## config.mk

```make
export PLATFORM = sky130hd
export DESIGN_NAME = bboc_penetrate
export DESIGN_NICKNAME = d
export VERILOG_FILES = /design/src/rtl/bboc_pkg.sv /design/src/rtl/bboc_penetrate.sv
export SDC_FILE = /design/constraint.sdc
export NUM_CORES = 2
export LEC_CHECK = 0
export ABC_AREA = 1
export BUFFER_PORTS_ARGS = -buffer_cell sky130_fd_sc_hd__buf_4
export CORE_AREA = 3 3 349 351
export DETAILED_ROUTE_END_ITERATION = 16
export DIE_AREA = 0 0 352 354
export HOLD_SLACK_MARGIN = 0.15
export PLACE_DENSITY = 0.84
export SLEW_MARGIN = 20
export SYNTH_ARGS = -nofsm -noshare
export SYNTH_HDL_FRONTEND = slang
export SYNTH_SLANG_ARGS = --single-unit
```

## constraint.sdc

```tcl
create_clock -name clock -period 2.2 [get_ports clock]
set_clock_uncertainty 0.1 [all_clocks]
set_input_delay 0.11 -clock clock [delete_from_list [all_inputs] [get_ports clock]]
set_output_delay 0.11 -clock clock [all_outputs]
set_load 0.01 [all_outputs]
```

## src/rtl/bboc_pkg.sv

```systemverilog
// bboc_pkg: widths, payload structs and constants shared by the box overlap pipeline.
// Depends on nothing. Used by bboc_project, bboc_penetrate, bboc_correct and the top level.
`default_nettype none

package bboc_pkg;

   localparam int COORD_W        = 32;
   localparam int TRIG_W         = 16;
   localparam int HALF_W         = 31;
   localparam int TRIG_FRAC_BITS = 14;

   // half of trig 1.0, for round half up when dropping the trig fraction
   localparam int ROUND_T = 2 ** (TRIG_FRAC_BITS - 1);

   localparam int D_W       = COORD_W + 1;
   localparam int TPROD_W   = 2 * TRIG_W;
   localparam int TSUM_W    = TPROD_W + 1;
   localparam int AB_W      = 2 * TRIG_W - TRIG_FRAC_BITS;
   localparam int DPROD_W   = TRIG_W + D_W;
   localparam int DSUM_W    = DPROD_W + 1;
   localparam int PROJ_W    = DPROD_W;
   localparam int HPROD_W   = HALF_W + AB_W;
   localparam int RS_TERM_W = (AB_W > TRIG_FRAC_BITS + 1) ? AB_W : TRIG_FRAC_BITS + 1;
   localparam int RSUM_W    = HALF_W + RS_TERM_W + 2;
   localparam int PEN_W     = ((RSUM_W > PROJ_W) ? RSUM_W : PROJ_W) + 1;
   localparam int PC_W      = RSUM_W + 1 - TRIG_FRAC_BITS;
   localparam int AXIS_W    = TRIG_W + 1;
   localparam int CRAW_W    = AXIS_W + PC_W + 1;
   localparam int CR_W      = CRAW_W + 1 - TRIG_FRAC_BITS;

   // register stages between a transfer and its result strobe
   localparam int PIPE_DEPTH = 11;

   localparam logic signed [CR_W-1:0] SAT_HI =
      {{(CR_W - COORD_W + 1){1'b0}}, {(COORD_W - 1){1'b1}}};
   localparam logic signed [CR_W-1:0] SAT_LO = ~SAT_HI;

   typedef enum logic [1:0] {
      AXIS_A0,
      AXIS_A1,
      AXIS_B0,
      AXIS_B1
   } axis_sel_type;

   typedef struct packed {
      logic signed [COORD_W-1:0] first_center_x;
      logic signed [COORD_W-1:0] first_center_y;
      logic signed [TRIG_W-1:0]  first_cos;
      logic signed [TRIG_W-1:0]  first_sin;
      logic [HALF_W-1:0]         first_half_x;
      logic [HALF_W-1:0]         first_half_y;
      logic signed [COORD_W-1:0] second_center_x;
      logic signed [COORD_W-1:0] second_center_y;
      logic signed [TRIG_W-1:0]  second_cos;
      logic signed [TRIG_W-1:0]  second_sin;
      logic [HALF_W-1:0]         second_half_x;
      logic [HALF_W-1:0]         second_half_y;
   } box_pair_type;

   typedef struct packed {
      logic signed [TRIG_W-1:0] a_cos;
      logic signed [TRIG_W-1:0] a_sin;
      logic signed [TRIG_W-1:0] b_cos;
      logic signed [TRIG_W-1:0] b_sin;
      logic                     dx_neg;
      logic                     dy_neg;
   } side_type;

   typedef struct packed {
      logic [HALF_W-1:0]           a_hx;
      logic [HALF_W-1:0]           a_hy;
      logic [HALF_W-1:0]           b_hx;
      logic [HALF_W-1:0]           b_hy;
      logic [HPROD_W-1:0]          a_hx_ab00;
      logic [HPROD_W-1:0]          a_hx_ab01;
      logic [HPROD_W-1:0]          a_hy_ab00;
      logic [HPROD_W-1:0]          a_hy_ab01;
      logic [HPROD_W-1:0]          b_hx_ab00;
      logic [HPROD_W-1:0]          b_hx_ab01;
      logic [HPROD_W-1:0]          b_hy_ab00;
      logic [HPROD_W-1:0]          b_hy_ab01;
      logic [3:0][PROJ_W-1:0]      proj;
      side_type                    side;
   } proj_type;

   typedef struct packed {
      logic              overlap;
      axis_sel_type      axis;
      logic [RSUM_W-1:0] best;
      side_type          side;
   } pick_type;

endpackage

`default_nettype wire

```

## src/rtl/bboc_penetrate.sv

```systemverilog
// bboc_penetrate: four stages that build the radius sums, the penetrations and the
// overlap flag, then pick the axis of least penetration. Uses bboc_pkg.
`default_nettype none

module bboc_penetrate (
   input  logic               clock,
   input  logic               reset,
   input  logic               in_valid,
   input  bboc_pkg::proj_type in_data,
   output logic               out_valid,
   output bboc_pkg::pick_type out_pick
);

   // stage 1: radius sums
   logic                              n1_valid_ff;
   logic [bboc_pkg::RSUM_W-1:0]       rsum_in [4];
   logic [bboc_pkg::RSUM_W-1:0]       rsum_ff [4];
   logic [3:0][bboc_pkg::PROJ_W-1:0]  proj1_ff;
   bboc_pkg::side_type                side1_ff;

   always_comb begin
      rsum_in[0] = bboc_pkg::RSUM_W'({in_data.a_hx, {bboc_pkg::TRIG_FRAC_BITS{1'b0}}})
                 + bboc_pkg::RSUM_W'(in_data.b_hx_ab00)
                 + bboc_pkg::RSUM_W'(in_data.b_hy_ab01);
      rsum_in[1] = bboc_pkg::RSUM_W'({in_data.a_hy, {bboc_pkg::TRIG_FRAC_BITS{1'b0}}})
                 + bboc_pkg::RSUM_W'(in_data.b_hx_ab01)
                 + bboc_pkg::RSUM_W'(in_data.b_hy_ab00);
      rsum_in[2] = bboc_pkg::RSUM_W'({in_data.b_hx, {bboc_pkg::TRIG_FRAC_BITS{1'b0}}})
                 + bboc_pkg::RSUM_W'(in_data.a_hx_ab00)
                 + bboc_pkg::RSUM_W'(in_data.a_hy_ab01);
      rsum_in[3] = bboc_pkg::RSUM_W'({in_data.b_hy, {bboc_pkg::TRIG_FRAC_BITS{1'b0}}})
                 + bboc_pkg::RSUM_W'(in_data.a_hx_ab01)
                 + bboc_pkg::RSUM_W'(in_data.a_hy_ab00);
   end

   always_ff @(posedge clock) begin
      if (reset) begin
         n1_valid_ff <= 1'b0;
      end else begin
         n1_valid_ff <= in_valid;
      end
   end

   always_ff @(posedge clock) begin
      rsum_ff  <= rsum_in;
      proj1_ff <= in_data.proj;
      side1_ff <= in_data.side;
   end

   // stage 2: penetrations; touching counts as overlap
   logic                        n2_valid_ff;
   logic [bboc_pkg::PEN_W-1:0]  pen_in [4];
   logic [bboc_pkg::RSUM_W-1:0] pen_ff [4];
   logic                        overlap_in, overlap2_ff;
   bboc_pkg::side_type          side2_ff;

   always_comb begin
      overlap_in = 1'b1;
      for (int k = 0; k < 4; k++) begin
         pen_in[k] = bboc_pkg::PEN_W'(rsum_ff[k]) - bboc_pkg::PEN_W'(proj1_ff[k]);
         if (pen_in[k][bboc_pkg::PEN_W-1]) begin
            overlap_in = 1'b0;
         end
      end
   end

   always_ff @(posedge clock) begin
      if (reset) begin
         n2_valid_ff <= 1'b0;
      end else begin
         n2_valid_ff <= n1_valid_ff;
      end
   end

   always_ff @(posedge clock) begin
      for (int k = 0; k < 4; k++) begin
         pen_ff[k] <= pen_in[k][bboc_pkg::RSUM_W-1:0];
      end
      overlap2_ff <= overlap_in;
      side2_ff    <= side1_ff;
   end

   // stage 3: pairwise minimum, earlier axis kept on a tie
   logic                        n3_valid_ff;
   logic [bboc_pkg::RSUM_W-1:0] m01_in, m23_in, m01_ff, m23_ff;
   bboc_pkg::axis_sel_type      i01_in, i23_in, i01_ff, i23_ff;
   logic                        overlap3_ff;
   bboc_pkg::side_type          side3_ff;

   always_comb begin
      if (pen_ff[1] < pen_ff[0]) begin
         m01_in = pen_ff[1];
         i01_in = bboc_pkg::AXIS_A1;
      end else begin
         m01_in = pen_ff[0];
         i01_in = bboc_pkg::AXIS_A0;
      end
      if (pen_ff[3] < pen_ff[2]) begin
         m23_in = pen_ff[3];
         i23_in = bboc_pkg::AXIS_B1;
      end else begin
         m23_in = pen_ff[2];
         i23_in = bboc_pkg::AXIS_B0;
      end
   end

   always_ff @(posedge clock) begin
      if (reset) begin
         n3_valid_ff <= 1'b0;
      end else begin
         n3_valid_ff <= n2_valid_ff;
      end
   end

   always_ff @(posedge clock) begin
      m01_ff      <= m01_in;
      m23_ff      <= m23_in;
      i01_ff      <= i01_in;
      i23_ff      <= i23_in;
      overlap3_ff <= overlap2_ff;
      side3_ff    <= side2_ff;
   end

   // stage 4: final minimum
   logic               n4_valid_ff;
   bboc_pkg::pick_type pick_in, pick_ff;

   always_comb begin
      pick_in.overlap = overlap3_ff;
      pick_in.side    = side3_ff;
      if (m23_ff < m01_ff) begin
         pick_in.best = m23_ff;
         pick_in.axis = i23_ff;
      end else begin
         pick_in.best = m01_ff;
         pick_in.axis = i01_ff;
      end
   end

   always_ff @(posedge clock) begin
      if (reset) begin
         n4_valid_ff <= 1'b0;
      end else begin
         n4_valid_ff <= n3_valid_ff;
      end
   end

   always_ff @(posedge clock) begin
      pick_ff <= pick_in;
   end

   assign out_valid = n4_valid_ff;
   assign out_pick  = pick_ff;

endmodule

`default_nettype wire

```

==> out/qor.txt, run 1 <==
clk sinks - 1032
Initial Utilization - 0.497
CTS Buffer Depth - 3
failing step - 5_1_grt
Seq cells post-synth - 1032
Synth top cells by count - nand2_1, inv_1, dfxtp_1, nor2_1, ha_1
outcome - stopped before the end
grt ovf - 243
post-synthesis cell area - 59300 µm²
Placed Cells - 11924
number of synthesized flops with an enable pin - 0
Synth area leader - dfxtp_1
routability congestion estimate from global placement - 1.04
H-tree Lvls - 3
# rows - 127
most common cell in the netlist - nand2_1
die width - 352 µm
Tot GR Track Use - 0.656
Synth Warn # - 0
placed cell areas - 77700 µm²
Syn Inst Count - 8196
Post-Syn Nets - 9719
share of the synthesized area in the top cell type - 0.348
IO Port Bufs - 901
sequential fraction of the synthesis area - 0.348
Synth area leaders - dfxtp_1, nand2_1, ha_1
Synth cell types - 44
CTS root buf - clkbuf_16
DIE HEIGHT - 354 µm
main flop type after synthesis - dfxtp_1
Async S/R FF share, synth - 0
io pins - 902
post-DP HPWL - 213000 µm
largest net degree at the start of global routing - 26
Run Error - [ERROR GRT-0232] Routing congestion too high. Check the congestion heatmap in the GUI.
CTS buffer count - 108
Post-Synthesis Mean Instance Area - 7.24 µm²
## routing by layer
layer | global-route usage | overflow
met5 | 0.289 | 2
met4 | 0.533 | 81
met3 | 0.463 | 25
met2 | 0.863 | 105
met1 | 0.684 | 30
## logic make-up after synthesis
family / synth area share
DFF: 0.348
adders and majority gates: 0.173
and+or+nand+nor: 0.257
AOI/OAI and AO/OA: 0.103
buffers and inverters: 0.0844
xor gates and xnor gates: 0.0338
## repair_timing
action / CTS
pin swaps: 120
setup endpoints to repair: 283
hold endpoints to repair: 470
cloned: 12
hold buffers: 898
resized for setup: 595
buffers inserted: 28
## through the flow
stage	TNS (ns)	setup slack, ns	utilization
floorplan	0	0.0954	-
global placement	-75.15	-0.468	0.651
detailed placement	-88.42	-0.484	0.651
CTS	-8.49	-0.214	0.781
==> run 2: changes to the inputs <==
--- a/config.mk
+++ b/config.mk
@@ -7,11 +7,10 @@
 export LEC_CHECK = 0
 export ABC_AREA = 1
 export BUFFER_PORTS_ARGS = -buffer_cell sky130_fd_sc_hd__buf_4
-export CORE_AREA = 3 3 349 351
+export CORE_MARGIN = 3
+export CORE_UTILIZATION = 40
 export DETAILED_ROUTE_END_ITERATION = 16
-export DIE_AREA = 0 0 352 354
-export HOLD_SLACK_MARGIN = 0.15
-export PLACE_DENSITY = 0.84
+export PLACE_DENSITY_LB_ADDON = 0.15
 export SLEW_MARGIN = 20
 export SYNTH_ARGS = -nofsm -noshare
 export SYNTH_HDL_FRONTEND = slang
==> constraint.sdc (replaced) <==
create_clock -name clock -period 2.86 [get_ports clock]
set_clock_uncertainty 0.1 [all_clocks]
set_input_delay 0.143 -clock clock [delete_from_list [all_inputs] [get_ports clock]]
set_output_delay 0.143 -clock clock [all_outputs]
set_load 0.01 [all_outputs]
==> out/qor.txt, run 2 <==
Initial Utilization - 0.405 (-0.0920)
critical path class - in2reg
min cycle time layout - 2.87 ns
DIE HEIGHT - 391 µm (+10%)
setup_tns - -0.00978 ns
DRC - 0
Seq cells post-synth - 1032 (unchanged)
Post-Syn Nets - 9719 (unchanged)
Die Area - 153000 µm²
most common cell in the netlist - nand2_1
first-pass GRT wire length - 367000 µm
Via density - 4.95
Async S/R FF share, synth - 0 (unchanged)
max incr delay on CP - 0.59 ns
pwr dens - 896 nW/µm²
critical path capture point type - flip-flop
Tot GR Track Use - 0.316
CP Cell Sequence - dlygate4sd3_1 -> buf_4 -> fa_1 -> dlygate4sd3_1 -> ha_1 -> buf_4 -> nand2_1 -> nor2_1 -> nand2_1 -> nor2_1 -> nand3_1 -> nand4_1 -> nand2_1
Placeable Area - 146000 µm²
CTS tree - yes
vias in the first global route - 61811
ANT nets after route - 0
routability congestion estimate from global placement - 0.994 (-4.5%)
die width - 391 µm (+11%)
Final Max Tran Viols - 0
Worst Hold Class - in2reg
layout cell share with drive strength beyond 1 - 0.130
Synth area leaders - dfxtp_1, nand2_1, ha_1
drt pass-1 iters - 7
main flop type after synthesis - dfxtp_1
leading cell type in the layout, fill and taps excluded - nand2_1
routed wire length - 251000 µm
Hold Crit Start - in_data[767]
share of the synthesized area in the top cell type - 0.348 (unchanged)
CTS root buf - clkbuf_16
most frequent cells in the layout - nand2_1, inv_1, dlygate4sd3_1
largest fanout on the critical path - 4
initial antenna violation count - 18
Fin. Hold Viols - 1
worst path arrival time - 3.39 ns
nets - 11801
Top cell by count, worst path - nand2_1
Synth top cells by count - nand2_1, inv_1, dfxtp_1, nor2_1, ha_1
CTS Buffer Depth - 3 (unchanged)
Slowest-stage cell, CP - dlygate4sd3_1
Synth area leader - dfxtp_1
Post-Synthesis Mean Instance Area - 7.24 µm² (unchanged)
Finished Layout Cells - 12304
clk sinks - 1032 (unchanged)
reg-to-reg startpoint - proj1_ff[49]$_DFF_P_
final worst slack - -0.00978 ns
final setup fails - 1
CP Launch Type - primary input
Pleak - 0.0424 µW
post-synthesis cell area - 59300 µm² (unchanged)
CTS buffer count - 112 (+3.7%)
Worst-path clk slew - 0.06 ns
grt ovf - 0
VDD IR max - 683 µV
biggest registers after layout - pen_ff: 204 flops, rsum_ff: 204 flops, proj1_ff: 196 flops
post-DP HPWL - 202000 µm (-5.6%)
worst hold slack - -0.00451 ns
Max-cap violations - 0
Worst-Margin Slew - 0.603 ns
outcome - finished with violations
io pins - 902 (unchanged)
total power - 75300 µW
# rows - 140 (+10%)
Period Utilization, post-route - 1.00
Placed Cells - 11043 (-7.4%)
Synth cell types - 44 (unchanged)
Required @ worst endpoint - 3.38 ns
origin of the worst setup path - in_data[774]
IO Port Bufs - 901 (unchanged)
Layout area overhead - 41.6%
largest net degree at the start of global routing - 54
sequential fraction of the synthesis area - 0.348 (unchanged)
number of synthesized flops with an enable pin - 0 (unchanged)
Max-slew headroom - 0.594
per-cell routed wire length - 20.4 µm
failing checks - hold timing, setup timing
DR iter-0 viols - 3626
Syn Inst Count - 8196 (unchanged)
worst-skew pair later-pin latency - 0.79 ns
highest clock rate - 348 MHz
H-tree Lvls - 3 (unchanged)
total number of vias - 60898
Synth Warn # - 0 (unchanged)
RSZ-0062 raised after global routing - true
==> run 2: critical path: cells and delay by family <==
kind,cells,cell delay [ns]
buffers and inverters,4,1.41
and+or+nand+nor,7,1.10
adders and majority gates,2,0.73
==> run 2: what timing repair did <==
item / in CTS / in global routing
gates resized for setup: 0 / 196
hold endpoints to repair: 465 / 0
setup buffers: 0 / 3
setup endpoints to repair: 0 / 106
hold buffers: 1034 / 0
==> run 2: metrics by stage <==
step	util	setup WS (ns)	instance area (µm²)
5_1_grt	0.574	-0.0969	84000
3_5_place_dp	0.470	-0.0334	68800
6_report	0.574	-0.00978	84000
4_1_cts	0.568	0.0152	83200
3_3_place_gp	0.470	-0.0649	68800
2_1_floorplan	-	0.722	59300
==> run 2: final cells by class <==
cell class,instances,area [µm²]
inverter,1259,4730
sequential,1032,20700
tap,1917,2400
clock buffer,138,3030
clock inverter,72,1020
antenna,13,32.5
multi-input combinational,5861,34400
fill,13498,62400
timing repair buffer,2012,17700
==> run 2: power breakdown <==
part,switching [µW],internal [µW],total [µW]
combinational,23500,13500,37000
clock,6690,9060,15800
sequential,3690,18800,22500
==> run 2: logic make-up (layout without fill, tap and decap cells) <==
| kind of cell | Yosys count | after routing | synth area share |
|---|---|---|---|
| fa+ha+maj | 742 | 742 | 0.173 |
| compound gates | 1121 | 1121 | 0.103 |
| flops | 1032 | 1032 | 0.348 |
| xor+xnor | 229 | 229 | 0.0338 |
| simple gates | 3768 | 3769 | 0.257 |
| other cells | 0 | 13 | 0 |
| buf+inv | 1304 | 3481 | 0.0844 |
==> run 2: worst paths after layout <==
check	end	slack (ns)	depth (start not counted)
worst max register to register	pen_ff[1][18]$_DFF_P_	0.12	11
worst max-delay path	rsum_ff[200]$_DFF_P_	-0.01	13
worst min-delay path	rsum_ff[188]$_DFF_P_	-0.005	5
worst min register to register	side2_ff[18]$_DFF_P_	0.20	0
==> run 2: routing by layer <==
layer	GRT usage	share of wire
met1	0.397	0.43
met2	0.541	0.47
met3	0.0438	0.056
met4	0.133	0.047
met5	0	0.00015
No activity file was read; power rests on OpenSTA's default activity.
