<file path="config.mk">
export PLATFORM = sky130hd
export DESIGN_NAME = bboc_correct
export DESIGN_NICKNAME = d
export VERILOG_FILES = /design/src/rtl/bboc_pkg.sv /design/src/rtl/bboc_correct.sv
export SDC_FILE = /design/constraint.sdc
export NUM_CORES = 2
export LEC_CHECK = 0
export BUFFER_PORTS_ARGS = -buffer_cell sky130_fd_sc_hd__buf_2
export CAP_MARGIN = 20
export CORE_AREA = 2 2 396 398
export CTS_CLUSTER_SIZE = 25
export DETAILED_ROUTE_END_ITERATION = 10
export DIE_AREA = 0 0 398 400
export MAX_ROUTING_LAYER = met4
export PLACE_DENSITY = 0.57
export RECOVER_POWER = 25
export SYNTH_ARGS = -nofsm -noshare
export SYNTH_HDL_FRONTEND = slang
export SYNTH_SLANG_ARGS = --single-unit
</file>
<file path="constraint.sdc">
create_clock -name clock -period 7.08 [get_ports clock]
set_clock_uncertainty 0.2 [all_clocks]
set_input_delay 0.708 -clock clock [delete_from_list [all_inputs] [get_ports clock]]
set_output_delay 0.708 -clock clock [all_outputs]
set_load 0.05 [all_outputs]
</file>
<file path="src/rtl/bboc_pkg.sv">
// bboc_pkg: widths, payload structs and constants shared by the box overlap pipeline.
// Depends on nothing. Used by bboc_project, bboc_penetrate, bboc_correct and the top level.
`default_nettype none

package bboc_pkg;

   localparam int COORD_W        = 32;
   localparam int TRIG_W         = 16;
   localparam int HALF_W         = 31;
   localparam int TRIG_FRAC_BITS = 14;

   // half of trig 1.0, for round half up when dropping the trig fraction
   localparam int ROUND_T = 2 ** (TRIG_FRAC_BITS - 1);

   localparam int D_W       = COORD_W + 1;
   localparam int TPROD_W   = 2 * TRIG_W;
   localparam int TSUM_W    = TPROD_W + 1;
   localparam int AB_W      = 2 * TRIG_W - TRIG_FRAC_BITS;
   localparam int DPROD_W   = TRIG_W + D_W;
   localparam int DSUM_W    = DPROD_W + 1;
   localparam int PROJ_W    = DPROD_W;
   localparam int HPROD_W   = HALF_W + AB_W;
   localparam int RS_TERM_W = (AB_W > TRIG_FRAC_BITS + 1) ? AB_W : TRIG_FRAC_BITS + 1;
   localparam int RSUM_W    = HALF_W + RS_TERM_W + 2;
   localparam int PEN_W     = ((RSUM_W > PROJ_W) ? RSUM_W : PROJ_W) + 1;
   localparam int PC_W      = RSUM_W + 1 - TRIG_FRAC_BITS;
   localparam int AXIS_W    = TRIG_W + 1;
   localparam int CRAW_W    = AXIS_W + PC_W + 1;
   localparam int CR_W      = CRAW_W + 1 - TRIG_FRAC_BITS;

   // register stages between a transfer and its result strobe
   localparam int PIPE_DEPTH = 11;

   localparam logic signed [CR_W-1:0] SAT_HI =
      {{(CR_W - COORD_W + 1){1'b0}}, {(COORD_W - 1){1'b1}}};
   localparam logic signed [CR_W-1:0] SAT_LO = ~SAT_HI;

   typedef enum logic [1:0] {
      AXIS_A0,
      AXIS_A1,
      AXIS_B0,
      AXIS_B1
   } axis_sel_type;

   typedef struct packed {
      logic signed [COORD_W-1:0] first_center_x;
      logic signed [COORD_W-1:0] first_center_y;
      logic signed [TRIG_W-1:0]  first_cos;
      logic signed [TRIG_W-1:0]  first_sin;
      logic [HALF_W-1:0]         first_half_x;
      logic [HALF_W-1:0]         first_half_y;
      logic signed [COORD_W-1:0] second_center_x;
      logic signed [COORD_W-1:0] second_center_y;
      logic signed [TRIG_W-1:0]  second_cos;
      logic signed [TRIG_W-1:0]  second_sin;
      logic [HALF_W-1:0]         second_half_x;
      logic [HALF_W-1:0]         second_half_y;
   } box_pair_type;

   typedef struct packed {
      logic signed [TRIG_W-1:0] a_cos;
      logic signed [TRIG_W-1:0] a_sin;
      logic signed [TRIG_W-1:0] b_cos;
      logic signed [TRIG_W-1:0] b_sin;
      logic                     dx_neg;
      logic                     dy_neg;
   } side_type;

   typedef struct packed {
      logic [HALF_W-1:0]           a_hx;
      logic [HALF_W-1:0]           a_hy;
      logic [HALF_W-1:0]           b_hx;
      logic [HALF_W-1:0]           b_hy;
      logic [HPROD_W-1:0]          a_hx_ab00;
      logic [HPROD_W-1:0]          a_hx_ab01;
      logic [HPROD_W-1:0]          a_hy_ab00;
      logic [HPROD_W-1:0]          a_hy_ab01;
      logic [HPROD_W-1:0]          b_hx_ab00;
      logic [HPROD_W-1:0]          b_hx_ab01;
      logic [HPROD_W-1:0]          b_hy_ab00;
      logic [HPROD_W-1:0]          b_hy_ab01;
      logic [3:0][PROJ_W-1:0]      proj;
      side_type                    side;
   } proj_type;

   typedef struct packed {
      logic              overlap;
      axis_sel_type      axis;
      logic [RSUM_W-1:0] best;
      side_type          side;
   } pick_type;

endpackage

`default_nettype wire

</file>
<file path="src/rtl/bboc_correct.sv">
// bboc_correct: four stages that scale the chosen axis by the rounded penetration,
// fix the push-out direction and saturate into the result registers. Uses bboc_pkg.
`default_nettype none

module bboc_correct (
   input  logic                                clock,
   input  logic                                reset,
   input  logic                                in_valid,
   input  bboc_pkg::pick_type                  in_pick,
   output logic                                out_valid,
   output logic                                out_overlap,
   output logic signed [bboc_pkg::COORD_W-1:0] out_corr_x,
   output logic signed [bboc_pkg::COORD_W-1:0] out_corr_y
);

   // round to nearest, ties away from zero, dropping the trig fraction
   function automatic logic signed [bboc_pkg::CR_W-1:0] round_away(
      input logic signed [bboc_pkg::CRAW_W-1:0] v
   );
      logic [bboc_pkg::CRAW_W-1:0] mag;
      logic [bboc_pkg::CRAW_W-1:0] sum;
      logic [bboc_pkg::CR_W-1:0]   r;
      mag = v[bboc_pkg::CRAW_W-1] ? (~v + bboc_pkg::CRAW_W'(1)) : v;
      sum = mag + bboc_pkg::CRAW_W'(bboc_pkg::ROUND_T);
      r   = {1'b0, sum[bboc_pkg::CRAW_W-1:bboc_pkg::TRIG_FRAC_BITS]};
      round_away = v[bboc_pkg::CRAW_W-1] ? (~r + bboc_pkg::CR_W'(1)) : r;
   endfunction

   // stage 1: rounded penetration and chosen axis
   logic                                 c1_valid_ff;
   logic [bboc_pkg::RSUM_W:0]            pc_sum;
   logic [bboc_pkg::PC_W-1:0]            pc_in, pc_ff;
   logic signed [bboc_pkg::AXIS_W-1:0]   ac_ext, as_ext, bc_ext, bs_ext;
   logic signed [bboc_pkg::AXIS_W-1:0]   ax_in, ay_in, ax_ff, ay_ff;
   logic                                 ov1_ff, dxn1_ff, dyn1_ff;

   assign pc_sum = {1'b0, in_pick.best} + (bboc_pkg::RSUM_W + 1)'(bboc_pkg::ROUND_T);
   assign pc_in  = pc_sum[bboc_pkg::TRIG_FRAC_BITS +: bboc_pkg::PC_W];

   assign ac_ext = {in_pick.side.a_cos[bboc_pkg::TRIG_W-1], in_pick.side.a_cos};
   assign as_ext = {in_pick.side.a_sin[bboc_pkg::TRIG_W-1], in_pick.side.a_sin};
   assign bc_ext = {in_pick.side.b_cos[bboc_pkg::TRIG_W-1], in_pick.side.b_cos};
   assign bs_ext = {in_pick.side.b_sin[bboc_pkg::TRIG_W-1], in_pick.side.b_sin};

   always_comb begin
      case (in_pick.axis)
         bboc_pkg::AXIS_A0: begin
            ax_in = ac_ext;
            ay_in = as_ext;
         end
         bboc_pkg::AXIS_A1: begin
            ax_in = -as_ext;
            ay_in = ac_ext;
         end
         bboc_pkg::AXIS_B0: begin
            ax_in = bc_ext;
            ay_in = bs_ext;
         end
         bboc_pkg::AXIS_B1: begin
            ax_in = -bs_ext;
            ay_in = bc_ext;
         end
         default: begin
            ax_in = '0;
            ay_in = '0;
         end
      endcase
   end

   always_ff @(posedge clock) begin
      if (reset) begin
         c1_valid_ff <= 1'b0;
      end else begin
         c1_valid_ff <= in_valid;
      end
   end

   always_ff @(posedge clock) begin
      pc_ff   <= pc_in;
      ax_ff   <= ax_in;
      ay_ff   <= ay_in;
      ov1_ff  <= in_pick.overlap;
      dxn1_ff <= in_pick.side.dx_neg;
      dyn1_ff <= in_pick.side.dy_neg;
   end

   // stage 2: axis times penetration
   logic                               c2_valid_ff;
   logic signed [bboc_pkg::CRAW_W-1:0] craw_x_in, craw_y_in, craw_x_ff, craw_y_ff;
   logic                               ov2_ff, dxn2_ff, dyn2_ff;

   assign craw_x_in = ax_ff * $signed({1'b0, pc_ff});
   assign craw_y_in = ay_ff * $signed({1'b0, pc_ff});

   always_ff @(posedge clock) begin
      if (reset) begin
         c2_valid_ff <= 1'b0;
      end else begin
         c2_valid_ff <= c1_valid_ff;
      end
   end

   always_ff @(posedge clock) begin
      craw_x_ff <= craw_x_in;
      craw_y_ff <= craw_y_in;
      ov2_ff    <= ov1_ff;
      dxn2_ff   <= dxn1_ff;
      dyn2_ff   <= dyn1_ff;
   end

   // stage 3: round both components
   logic                             c3_valid_ff;
   logic signed [bboc_pkg::CR_W-1:0] cx_in, cy_in, cx_ff, cy_ff;
   logic                             ov3_ff, dxn3_ff, dyn3_ff;

   assign cx_in = round_away(craw_x_ff);
   assign cy_in = round_away(craw_y_ff);

   always_ff @(posedge clock) begin
      if (reset) begin
         c3_valid_ff <= 1'b0;
      end else begin
         c3_valid_ff <= c2_valid_ff;
      end
   end

   always_ff @(posedge clock) begin
      cx_ff   <= cx_in;
      cy_ff   <= cy_in;
      ov3_ff  <= ov2_ff;
      dxn3_ff <= dxn2_ff;
      dyn3_ff <= dyn2_ff;
   end

   // stage 4: point away from the second box, saturate, zero on a miss
   logic                                c4_valid_ff;
   logic                                flip;
   logic signed [bboc_pkg::CR_W-1:0]    nx, ny;
   logic signed [bboc_pkg::COORD_W-1:0] sx, sy, corr_x_in, corr_y_in;
   logic signed [bboc_pkg::COORD_W-1:0] corr_x_ff, corr_y_ff;
   logic                                overlap_ff;

   always_comb begin
      if (cx_ff > cy_ff) begin
         flip = (dxn3_ff == cx_ff[bboc_pkg::CR_W-1]);
      end else begin
         flip = (dyn3_ff == cy_ff[bboc_pkg::CR_W-1]);
      end
      nx = flip ? -cx_ff : cx_ff;
      ny = flip ? -cy_ff : cy_ff;

      if (nx > bboc_pkg::SAT_HI) begin
         sx = bboc_pkg::SAT_HI[bboc_pkg::COORD_W-1:0];
      end else if (nx < bboc_pkg::SAT_LO) begin
         sx = bboc_pkg::SAT_LO[bboc_pkg::COORD_W-1:0];
      end else begin
         sx = nx[bboc_pkg::COORD_W-1:0];
      end
      if (ny > bboc_pkg::SAT_HI) begin
         sy = bboc_pkg::SAT_HI[bboc_pkg::COORD_W-1:0];
      end else if (ny < bboc_pkg::SAT_LO) begin
         sy = bboc_pkg::SAT_LO[bboc_pkg::COORD_W-1:0];
      end else begin
         sy = ny[bboc_pkg::COORD_W-1:0];
      end

      corr_x_in = ov3_ff ? sx : '0;
      corr_y_in = ov3_ff ? sy : '0;
   end

   always_ff @(posedge clock) begin
      if (reset) begin
         c4_valid_ff <= 1'b0;
      end else begin
         c4_valid_ff <= c3_valid_ff;
      end
   end

   always_ff @(posedge clock) begin
      overlap_ff <= ov3_ff;
      corr_x_ff  <= corr_x_in;
      corr_y_ff  <= corr_y_in;
   end

   assign out_valid   = c4_valid_ff;
   assign out_overlap = overlap_ff;
   assign out_corr_x  = corr_x_ff;
   assign out_corr_y  = corr_y_ff;

endmodule

`default_nettype wire

</file>
== After elaboration in Yosys (flattened, before gate mapping) ==
Index checks and enable logic that the tools add are counted.

* Bits of input ports: 123
* Output and inout port bits: 66
* Register bits: 348
* Word-level logic and storage cells: 71

* Add/sub/neg operators: 11
* Muxes and demuxes: 13
* Eq/ne operators: 5
* $lt $le $gt $ge: 5
* Bitwise gates (word level): 5
* Multipliers: 2
* Reductions and logical operators: 3

{| class="wikitable"
|+ Operator list
! cell !! number
|-
| one-hot mux 17 bit (4 select lines) || 2
|-
| adder 56 x 14 -> 56 bit, second input constant || 2
|-
| adder 56 x 2 -> 56 bit, second input constant || 2
|-
| multiplier 17 x 39 -> 56 bit || 2
|-
| two-way mux 56 bit || 2
|-
| NOT 56 bit || 2
|-
| adder 43 x 1 -> 43 bit, second input constant || 2
|-
| greater-than comparator 43 x 32 -> 1 bit, second input constant || 2
|-
| < comparator 43 x 32 -> 1 bit, second input constant || 2
|-
| two-way mux 43 bit || 2
|-
| negation 43 bit || 2
|-
| NOT 42 -> 43 bit || 2
|-
| two-way mux 42 bit || 2
|-
| two-way mux 32 bit || 2
|-
| two-way mux 31 bit || 2
|-
| adder 51 x 14 -> 52 bit, second input constant || 1
|-
| greater-than comparator 43 bit || 1
|-
| negation 16 -> 17 bit || 2
|-
| == test 2 bit, second input constant || 2
|-
| OR reduction 2 bit || 2
|-
| == test 1 bit || 2
|-
| == test 2 x 1 -> 1 bit, second input constant || 1
|-
| logical NOT 2 bit || 1
|-
| two-way mux 1 bit || 1
|-
| NOT 1 bit || 1
|}

== Longest topological paths before layout ==
* Depth after elaboration: 7
* Gate-level depth with buffers: 28
* Depth with buffers taken out: 27

== Least setup slack after synthesis ==
OpenSTA, ideal clock, no wires.

* Path type: register to register
* From: reg ay_ff[8] (netlist bit)
* To: reg craw_y_ff[55] (netlist bit)
* Path slack: -0.253 ns
* Clock period less this slack: 7.333 ns
* Buffers on the path: 2
* Arrival: 7.061 ns
* Stages on the path, launching flop included: 28
* Cells stage by stage: dfxtp_1 -> clkbuf_1 -> clkbuf_1 -> nand2_1 -> fa_1 -> inv_1 -> fa_1 -> inv_1 -> fa_1 -> inv_1 -> fa_1 -> fa_1 -> inv_1 -> fa_1 -> inv_1 -> ha_1 -> and3_1 -> a221o_1 -> a221o_1 -> a211o_1 -> a31oi_1 -> o21ai_0 -> a41o_1 -> a21oi_1 -> a31o_2 -> o21ai_0 -> a21oi_1 -> xnor2_1

* Longest elaborated chain between the ends: 1

{| class="wikitable"
|+ RTL lines
! item !! RTL line !! source
|-
| start: declaration || bboc_correct.sv:34 || <nowiki>logic signed [bboc_pkg::AXIS_W-1:0] ax_in, ay_in, ax_ff, ay_ff;</nowiki>
|-
| start signal: assignment || bboc_correct.sv:81 || <nowiki>ay_ff <= ay_in;</nowiki>
|-
| multiplier 17 x 39 -> 56 bit || bboc_correct.sv:93 || <nowiki>assign craw_y_in = ay_ff * $signed({1'b0, pc_ff});</nowiki>
|-
| named net craw_y_in, one bit || bboc_correct.sv:89 || <nowiki>logic signed [bboc_pkg::CRAW_W-1:0] craw_x_in, craw_y_in, craw_x_ff, craw_y_ff;</nowiki>
|-
| end signal: assignment || bboc_correct.sv:105 || <nowiki>craw_y_ff <= craw_y_in;</nowiki>
|-
| end: declaration || bboc_correct.sv:89 ||
|}

The timed path passes the listed nets, and every way through them passes these cells.
A chain may end at the register's enable or synchronous reset.

== Final worst setup path ==
* From: reg pc_ff[7] (netlist bit)
* To: reg craw_x_ff[48] (netlist bit)

* Longest elaborated chain between the ends: 1

{| class="wikitable"
|+ RTL lines
! item !! RTL line !! source
|-
| start: declaration || bboc_correct.sv:32 || <nowiki>logic [bboc_pkg::PC_W-1:0] pc_in, pc_ff;</nowiki>
|-
| start signal: assignment || bboc_correct.sv:79 || <nowiki>pc_ff <= pc_in;</nowiki>
|-
| multiplier 17 x 39 -> 56 bit || bboc_correct.sv:92 || <nowiki>assign craw_x_in = ax_ff * $signed({1'b0, pc_ff});</nowiki>
|-
| named net craw_x_in, one bit || bboc_correct.sv:89 ||
|-
| end signal: assignment || bboc_correct.sv:104 || <nowiki>craw_x_ff <= craw_x_in;</nowiki>
|-
| end: declaration || bboc_correct.sv:89 ||
|}

The timed path passes the listed nets, and every way through them passes these cells.

==> impl_metrics.toml <==
[run_status]
run_status = "finished with violations"
violations = "capacitance limit, slew limit, setup timing"

[clock_network]
cts_root_buf = "clkbuf_16"
clock_path_buffers = 3
clk_latency_ps = 640
cts_made_buffers = 44
clk_pin_slew_ps = 60
cts_sinks = 347
htree_levels = 2
cts_tree = "built"

[yosys]
synth_cell_type_count = 91
netlist.top_cell.by_area = "fa_1"
synth_area_leaders = "fa_1 (35%), dfxtp_1 (11%), ha_1 (7.9%), inv_1 (7.9%), nand2_1 (5.9%)"
yosys_warnings = 0
synth-edff-count = 0
synthFlopType = "dfxtp_1"
synth_sequential_area_ratio_pct = 11.3
ys_ff_latch = 347
synth_fp_nets = 8774
avgSynthCellArea_um2 = 8.59
syn_inst = 7181
async_flop_share_pct = 0
netlist.area_leader.share_pct = 35.0
netlist_area_um2 = 61700

[worst_hold_path]
hold_end = "c3_valid_ff"
hold_depth = 2
min_path_type = "in -> reg"
hold_start = "reset"

[cells_and_area]
drive_above_1_share_pct = 12.0
stdcell_area_um2 = 70500
fill_cells = 15100
area_growth_pct = 14.2
post-route-util_pct = 45.4
nets = 9064

[setup_path]
cp_slowest_cell = "fa_1"
cp.arrival_ps = 7530
crit_path_end_kind = "flip-flop"
path_common_cell = "fa_1"
r2r_slack_ps = -140
required_ps = 7380
rr_startpoint = "pc_ff[7]"
critPathKind = "reg -> reg"
r2r_cells = 27
cp_max_fo = 5
crit_buf_inv = 6
r2r-end = "craw_x_ff[48]"
cp_slowest_stage_delay_ps = 570
critPathLaunchType = "flip-flop"
crit_family = "adder cells"

[timing]
setup-tns-final_ps = -361
fin_crit_sh_pct = 102
slew_viol_final = 41
fin_ws_ps = -145
min_period_ps = 7220
setup_viol = 6
max_freq_ghz = 0.138
grt_setup_unrepaired = "yes"
worst_pin_slew_ps = 2060
hold_violations = 0
relSlewSlack_pct = -37.5

[die]
pin_count = 189
die_w_um = 398
die_area_um2 = 159000
fp.coreArea_um2 = 155000
die_height_um = 400
start_util_pct = 39.8
rows = 145

[flow_run]
drv_cap = 1

[route]
drt_iter0_markers = 3553
final_antenna_net_count = 0
first_pass_iters = 6
vias = 49600
drc = 0
routedWlPerCell_um = 19.0
wl_um = 182000
viasPerCell = 5.18

[global_route]
grt_start_max_net_pins = 81
grt_usage_pct = 23.7
grt_pass1_vias = 50500
grt_pass1_wl_um = 288000
overflow = 0
grt_antenna_before_repair = 18

[place]
place_hpwl_um = 150000
post_dp_cell_area_um2 = 67500
dp_slack_ps = -400
portBuffers = 175
place.gp.congestion = 0.927
cell type report:
| cell class | count | area [µm²] | area share, % |
|---|---|---|---|
| Antenna cell | 13 | 32.5 | 0.0462 |
| Clock buffer | 55 | 1230 | 1.75 |
| Clock inverter | 27 | 400 | 0.568 |
| Inverter | 1297 | 4870 | 6.91 |
| Multi-Input combinational cell | 5162 | 49100 | 69.7 |
| Sequential cell | 347 | 7000 | 9.93 |
| Tap cell | 2058 | 2570 | 3.65 |
| Timing Repair Buffer | 619 | 5240 | 7.43 |
synth_stat cells, types with 59 or more instances:
cell type / n
nor2_1: 260
and2_1: 497
a21oi_1: 184
inv_1: 1293
fa_1: 1078
nand3_1: 105
o21ai_0: 227
dfxtp_1: 347
clkbuf_1: 351
nor3_1: 102
nand2_1: 971
ha_1: 392
nand4_1: 59
nand2b_1: 66
a21o_1: 72
xor2_1: 137
xnor2_1: 308
logic make-up (layout without fill, tap and decap cells):
family                     after synthesis  count (layout)  share of synthesized area, %
other                                    0              13                             0
and+or+nand+nor                       2377            2377                          19.2
AOI/OAI and AO/OA                      816             816                          8.63
muxes                                   53              53                          1.49
buffers and inverters                 1672            1998                          10.2
adders and majority gates             1470            1470                          42.9
xor gates and xnor gates               446             446                          6.34
DFF                                    347             347                          11.3
how the worst max path moves through the flow:
stage | from | to | cells after the start | slack (ps)
after floorplan | ay_ff[10] | craw_y_ff[55] | 27 | -50
after global placement | ax_ff[7] | craw_x_ff[48] | 28 | -430
after detailed placement | ax_ff[7] | craw_x_ff[48] | 28 | -400
after CTS | pc_ff[7] | craw_x_ff[48] | 27 | -7
after global routing | ax_ff[4] | craw_x_ff[48] | 26 | -300
final | pc_ff[7] | craw_x_ff[48] | 27 | -140
metrics by stage:
step           hold WS (ps)  cells
6_report               81.7   9578
2_1_floorplan           110   7181
4_1_cts                27.7   9548
3_3_place_gp            116   9441
5_1_grt                43.1   9574
3_5_place_dp            112   9441
repair_timing:
item                                    CTS  global route
hold buffers                              3             0
cloned                                    3             2
resized for setup                       143           121
buffers inserted                         23            15
hold endpoints to repair                  3             0
endpoints found under the setup margin   25            35
pin swaps                               114            90
metal layers:
metal	vias to the layer above	share of wire (%)	global-route usage (%)
met5	-	0	-
met1	24700	46	33.0
met3	250	7.3	4.03
met2	1598	44	36.0
met4	0	2.4	5.43
li1	23000	-	-
cell usage in the layout (no fill, tap or decap), types with 102 or more instances in the layout:
master / count
inv_1: 1281
fa_1: 1061
nand2_1: 968
and2_1: 485
ha_1: 372
buf_4: 326
dfxtp_1: 320
xnor2_1: 305
nor2_1: 257
o21ai_0: 206
a21oi_1: 164
xor2_1: 137
buf_2: 135
nand3_1: 103
nor3_1: 102
state kept, by name, summed over array words and instances (netlist names), 16 cells and up:
name / flops
pc_ff: 38
cx_ff: 43
out_corr_y: 32
ax_ff: 17
out_corr_x: 32
ay_ff: 16
craw_y_ff: 56
cy_ff: 43
craw_x_ff: 56
Power is not shown: default switching activity piles up to over one toggle a cycle in this logic, so the estimate is an artifact.
